## src/rtl/accel_magnitude_rise_detector_defines.svh

```systemverilog
// ----------------------------------------------------------------------------
// Assertion macros for the accelerometer magnitude rise detector
// Shared property forms, clocked on clk and held off during rst.
// ----------------------------------------------------------------------------
`ifndef ACCEL_MAGNITUDE_RISE_DETECTOR_DEFINES_SVH
`define ACCEL_MAGNITUDE_RISE_DETECTOR_DEFINES_SVH

// The consequent must hold in the same cycle as the antecedent.
`define AMRD_ASSERT_NOW(name, ante, cons, msg) \
  name: assert property (@(posedge clk) disable iff (rst) (ante) |-> (cons)) \
    else $error(msg);

// The consequent must hold in the cycle after the antecedent.
`define AMRD_ASSERT_NEXT(name, ante, cons, msg) \
  name: assert property (@(posedge clk) disable iff (rst) (ante) |=> (cons)) \
    else $error(msg);

`endif

```

## src/rtl/amrd_pkg.sv

```systemverilog
// ----------------------------------------------------------------------------
// amrd_pkg
// Widths, reset values, register codes and window index helpers.
// ----------------------------------------------------------------------------
`timescale 1ns / 1ps

package amrd_pkg;

  localparam int WIN_DEPTH  = 512;
  localparam int WIN_AW     = $clog2(WIN_DEPTH);

  localparam int ACCEL_W    = 16;
  localparam int MAG_W      = 20;
  localparam int THR_W      = 20;
  localparam int DEC_W      = 3;
  localparam int SUM_W      = 32;
  localparam int SQ_W       = 32;
  localparam int RAD_W      = 2 * MAG_W;
  localparam int CFG_IDX_W  = 2;
  localparam int CFG_DATA_W = 20;

  localparam logic [THR_W-1:0] RISE_THRESHOLD_RESET = THR_W'(115935);
  localparam logic [DEC_W-1:0] DECIMATION_RESET     = DEC_W'(3);
  localparam logic [MAG_W-1:0] PRESEED_RESET        = MAG_W'(131744);

  typedef logic signed [ACCEL_W-1:0] accel_t;
  typedef logic [MAG_W-1:0]          mag_t;
  typedef logic [WIN_AW-1:0]         win_addr_t;

  typedef enum logic [CFG_IDX_W-1:0] {
    REG_RISE_THRESHOLD = 2'd0,
    REG_DECIMATION     = 2'd1,
    REG_PRESEED        = 2'd2
  } cfg_reg_t;

  function automatic win_addr_t win_inc(win_addr_t a);
    return (a == WIN_AW'(WIN_DEPTH - 1)) ? '0 : a + WIN_AW'(1);
  endfunction

  function automatic win_addr_t win_dec(win_addr_t a);
    return (a == '0) ? WIN_AW'(WIN_DEPTH - 1) : a - WIN_AW'(1);
  endfunction

endpackage

```

## src/rtl/amrd_sqrt.sv

```systemverilog
// ----------------------------------------------------------------------------
// amrd_sqrt
// Bit-serial restoring square root: the radicand shifts out two bits per
// cycle and the root gains one bit per cycle, giving a MAG_W-bit root.
// ----------------------------------------------------------------------------
`timescale 1ns / 1ps

module amrd_sqrt (
  input  logic                      clk,
  input  logic                      rst,
  input  logic                      start,
  input  logic [amrd_pkg::SQ_W-1:0] sum_sq,
  output logic                      done,
  output amrd_pkg::mag_t            root
);
  import amrd_pkg::*;

  localparam int STEP_W = $clog2(MAG_W);
  localparam int REM_W  = MAG_W + 1;

  logic [RAD_W-1:0]  rad;
  logic [REM_W-1:0]  rem;
  logic [STEP_W-1:0] step;
  logic              busy;

  logic [REM_W+1:0]  trial_rem;
  logic [REM_W+1:0]  trial_sub;
  logic              fits;

  assign trial_rem = {rem, rad[RAD_W-1 -: 2]};
  assign trial_sub = {1'b0, root, 2'b01};
  assign fits      = (trial_rem >= trial_sub);

  always_ff @(posedge clk) begin
    if (rst) begin
      busy <= 1'b0;
      done <= 1'b0;
      step <= '0;
    end else begin
      done <= 1'b0;
      if (start) begin
        busy <= 1'b1;
        step <= '0;
      end else if (busy) begin
        step <= step + STEP_W'(1);
        if (step == STEP_W'(MAG_W - 1)) begin
          busy <= 1'b0;
          done <= 1'b1;
        end
      end
    end
  end

  always_ff @(posedge clk) begin
    if (start) begin
      rad  <= {sum_sq, {(RAD_W - SQ_W){1'b0}}};
      rem  <= '0;
      root <= '0;
    end else if (busy) begin
      rad  <= {rad[RAD_W-3:0], 2'b00};
      rem  <= fits ? REM_W'(trial_rem - trial_sub) : REM_W'(trial_rem);
      root <= {root[MAG_W-2:0], fits};
    end
  end

endmodule
```

## config.mk

```make
export PLATFORM = sky130hd
export DESIGN_NAME = amrd_sqrt
export DESIGN_NICKNAME = d
export VERILOG_FILES = /design/src/rtl/accel_magnitude_rise_detector_defines.svh /design/src/rtl/amrd_pkg.sv /design/src/rtl/amrd_sqrt.sv
export SDC_FILE = /design/constraint.sdc
export NUM_CORES = 1
export LEC_CHECK = 0
export BUFFER_PORTS_ARGS = -buffer_cell sky130_fd_sc_hd__clkbuf_2
export CAP_MARGIN = 10
export CORE_MARGIN = 2
export CORE_UTILIZATION = 35
export CTS_CLUSTER_SIZE = 40
export DETAILED_ROUTE_END_ITERATION = 10
export GPL_ROUTABILITY_DRIVEN = 0
export GPL_TIMING_DRIVEN = 0
export RECOVER_POWER = 25
export SLEW_MARGIN = 30
export SYNTH_ARGS = -nofsm -noshare
export SYNTH_HDL_FRONTEND = slang
export SYNTH_SLANG_ARGS = --single-unit
```

## constraint.sdc

```tcl
create_clock -name clk -period 4 [get_ports clk]
set_input_delay 0.2 -clock clk [delete_from_list [all_inputs] [get_ports clk]]
set_output_delay 0.2 -clock clk [all_outputs]
set_load 0.02 [all_outputs]
```

==> results.txt <==
* Result of the run: complete, no violations
- The net count of the finished layout is 580.
- The mapped netlist covers 0.004543 sq mm.
* Beginning of the worst hold path: sum_sq[0]
* Power density over the cells: ~660 mW/mm^2
* Synth area leader: sky130_fd_sc_hd__dfxtp_1
* Util after Layout: 41.90%
- Quantity of I/O buffers inserted on ports: 54
- Dominant combinational cell family by area after synthesis: compound AO/OA/AOI/OAI gates
- In the post-synthesis netlist, the biggest area contributors are sky130_fd_sc_hd__dfxtp_1 (21%), sky130_fd_sc_hd__edfxtp_1 (21%), sky130_fd_sc_hd__mux2_2 (7.4%).
- The min-delay analysis places its worst path in the category in -> reg.
- Count of placed standard cells in the final layout, fillers left out: roughly 700
- Clock latency on the worst-skew pair, taken at its later pin, is 360 ps.
* Final Max Tran Viols: 0
- Of the post-synthesis cell area, the dominant cell type holds 21.15%.
- Layout overhead on the synthesized area: 16.85%
* Clock edge transition at the registers on the reported setup and hold paths: 70 ps
* Vias per Instance: around 5.1
- During synthesis, Yosys emitted a total of 0 warnings.
- The number of nets handed over by synthesis was 515.
- For the finished layout, the period the worst path requires is between 2000 and 3000 ps.
* Post-route total power: 3.520 mW
- Across all register-to-register paths, the minimum setup slack is approximately 1200 ps.
- Destination of the worst hold path: rad[8]
- Of the post-synthesis cell area, the part taken by muxes is between 10 and 15%.
- Net switching is 40.59% of the power.
- The number of global-route vias before repair came to ~3600.
- In this run the critical register-to-register path is captured at rem[12].
* Most common flop cell mapped by yosys: sky130_fd_sc_hd__dfxtp_1
* Sequential share of power: 29.1%
* Starting density of the core: between 30% and 40%
* Area share of fa/ha/maj cells after synthesis: 6.334%
- Entering global routing, the biggest net connects 33 pins.
- The commonest cells after synthesis are sky130_fd_sc_hd__nor2_1 (57), sky130_fd_sc_hd__dfxtp_1 (48), sky130_fd_sc_hd__nand2_1 (36), sky130_fd_sc_hd__edfxtp_1 (32), sky130_fd_sc_hd__mux2_2 (30).
- Area post-placement: 0.005029 sq mm
* Share of power burned in combinational logic: ~47%
- Number of endpoints with negative hold slack in the final report: 0
- The die is 117.9 um tall.
* Max capacitance violation total: 0
* Internal: 2.091 mW
- Layout Cell Area excl Fill: 0.005309 sq mm
* Count of antenna-violating nets left after detailed routing: 0
- Average wire length per cell after detail routing: around 15 um
* Period utilisation layout: around 69%
- CP max-delay cell: sky130_fd_sc_hd__dfxtp_1
- Number of synthesized flops with an enable pin: 32
- Detailed placer's ending HPWL: 7752 um
* Count of H-tree levels built during CTS: 3
* Beginning of the worst register-to-register path: root[0]
- VDD sags by at most 0.0003191 V.
* Fin Setup TNS: 0 ps
* First-pass GRT wire length: between 15000 and 20000 um
- For this run, the top clock speed supported by timing is 362.0 MHz.
* Count of endpoints failing setup in the final report: 0
- Antenna diode count: 0
- Synthesized instance count: 457
- The post-route netlist has 21.63% of its cells at a drive strength greater than 1.
- Row generation in the floorplan step produced 41 rows.
* Seq/Total Area, Yosys: 42.30%
* Number of register bits inferred by synthesis: 80
- Post-CTS repair timing setup buffer count: 0
- Number of clock sinks: 80
* Switching component of the power: 1.429 mW
- Averaged over all synthesized cells, the footprint is 9.941 sq um.
* Std-Cell Core Area: 0.01267 sq mm
- Number of DRC violations after detailed-routing iteration 0: 168
- Before antenna repair, the detailed router went through 4 iterations.
* Global Route Usage Sum: 16.43%
* Full die area: 0.01391 sq mm
* Synth Area in Compound Gates: 16.52%
- Async set or reset register ratio after synthesis: 0%
- Hold Crit Depth: 2
- XOR/XNOR share of the synthesized area: 3.085%
- Most frequently used cell type in the post-synthesis netlist: sky130_fd_sc_hd__nor2_1
- TritonCTS created 9 clock buffers.
- Beginning of the critical path: root[0]
* Post-synthesis simple-gate area fraction: around 15%
- Worst EP arrival: roughly 3000 ps
* Horizontal extent of the die: 117.9 um
- Worst reg-to-reg path cell count: 10
- Number of hold buffers added after cts: 0
- Setup repair after global routing left no endpoint under its margin.
- Congestion Overflow GR: 0
* LEAKAGE: 2.067 nW
- In this run the worst path has a maximum fanout of 10.
- Together, buffers and inverters on the worst path number 2.
* Capturing element type of the critical path: flop
* Relative slew slack: 43.09%
- Once the clock tree was built, the resizer swapped 0 gates to a different size.
* Drc violations: 0
- On the worst path, the slowest cell contributes a delay of 410 ps.
- Library cells used by synthesis: 62
- At the worst endpoint, the required time is about 4300 ps.
- Via count: 3599
- The longest clock path from root to sink contains 2 buffers.
- The number of antenna violations at the first check in global routing came to 0.
- Final worst clock skew: 9.624 ps
* # placed instances: 683
- STA classifies the critical path startpoint as a flop.
- Transition time at the pin with the least slew margin: around 850 ps
- Clock tree synthesis selected as its root buffer the cell sky130_fd_sc_hd__clkbuf_16.
- Top delay family on crit path: compound AO/OA/AOI/OAI gates
* Clock tree from TritonCTS: yes
- Critical setup path kind: reg -> reg
- Pin placement for this block handled 56 I/O pins.
- The final layout contains routed wiring with a total length of 10640 um.
- Counting buffers and inverters, the worst setup path is 10 cells deep.
- Series of cell instances along the critical path: inv_1, ha_1, o21ai_1, a211oi_2, a221o_1, a21o_4, a21o_1, buf_2, nand2_1, a311oi_2
* Clock Power Share: 23.6%
==> worst reg2reg max path, delay by kind of cell, from the launching register on <==
family	cells	cell delay (ps)
compound gates	6	1470
buf+inv	2	360
flops	1	410
fa+ha+maj	1	340
simple gates	1	120
==> state kept, by name (all words and copies together), names as in the netlist <==
signal / cells
rad: 32
done: 1
step: 5
busy: 1
root: 20
rem: 21
==> stage by stage <==
stage,worst slack (ps),hold WS (ps)
after floorplan,1476,378.8
after detailed placement,1245,490.6
after CTS,1212,119.9
after global routing,968.5,120.2
after global placement,1310,488.9
final,1237,131.3
==> power by group through the flow <==
stage	clock network, mW	logic [mW]	registers, mW
5_1_grt	0.892	1.85	1.04
6_report	0.831	1.67	1.02
4_1_cts	0.855	1.66	1.02
2_1_floorplan	0	1.30	1.02
3_3_place_gp	0	1.64	1.04
3_5_place_dp	0	1.65	1.04
==> routing by layer <==
| layer | share of wire, % | GRT usage [%] |
|---|---|---|
| met4 | 2.1 | 6.702 |
| met3 | 7.2 | 5.766 |
| met5 | 0 | 0 |
| met2 | 46 | 25.98 |
| met1 | 45 | 20.39 |
==> cell usage in the layout, fill, tap and decap left out, drive strengths merged, types with 3 or more instances in the layout <==
master / instances
a211oi: 8
a21boi: 3
a21o: 13
a21oi: 17
a311oi: 14
a31oi: 3
and2: 4
and3: 4
buf: 11
clkbuf: 77
dfxtp: 48
edfxtp: 32
ha: 23
inv: 29
mux2: 30
mux2i: 21
nand2: 36
nand2b: 5
nand3: 9
nand4: 6
nor2: 57
nor2b: 4
nor3: 3
nor3b: 3
o211ai: 3
o21ai: 10
or2: 4
or3: 3
xnor2: 9
xor2: 7
==> cell type report <==
type | instances | area (sq um)
Multi-Input combinational cell | 328 | 2410
Inverter | 24 | 90.09
Timing Repair Buffer | 54 | 254.0
Clock inverter | 7 | 71.32
Clock buffer | 9 | 225.2
Tap cell | 172 | 215.2
Buffer | 25 | 121.4
Fill cell | 1265 | 7362
Sequential cell | 80 | 1922
==> worst max-delay path by stage <==
| stage | slack (ps) | to |
|---|---|---|
| floorplan | 1480 | rem[20] |
| global placement | 1310 | rem[12] |
| detailed placement | 1240 | rem[12] |
| CTS | 1210 | rem[12] |
| global route | 970 | rem[8] |
| finish | 1240 | rem[12] |
==> kinds of logic (layout without fill, tap and decap cells) <==
family / count (synthesis) / count (layout)
AO/OA/AOI/OAI: 93 / 93
XOR/XNOR: 16 / 16
adder cells (fa/ha/maj): 23 / 23
buffers and inverters: 49 / 119
flip-flops: 80 / 80
multiplexers: 51 / 51
AND/OR/NAND/NOR: 145 / 145
Note: power is estimated with default switching activity, not from simulation.
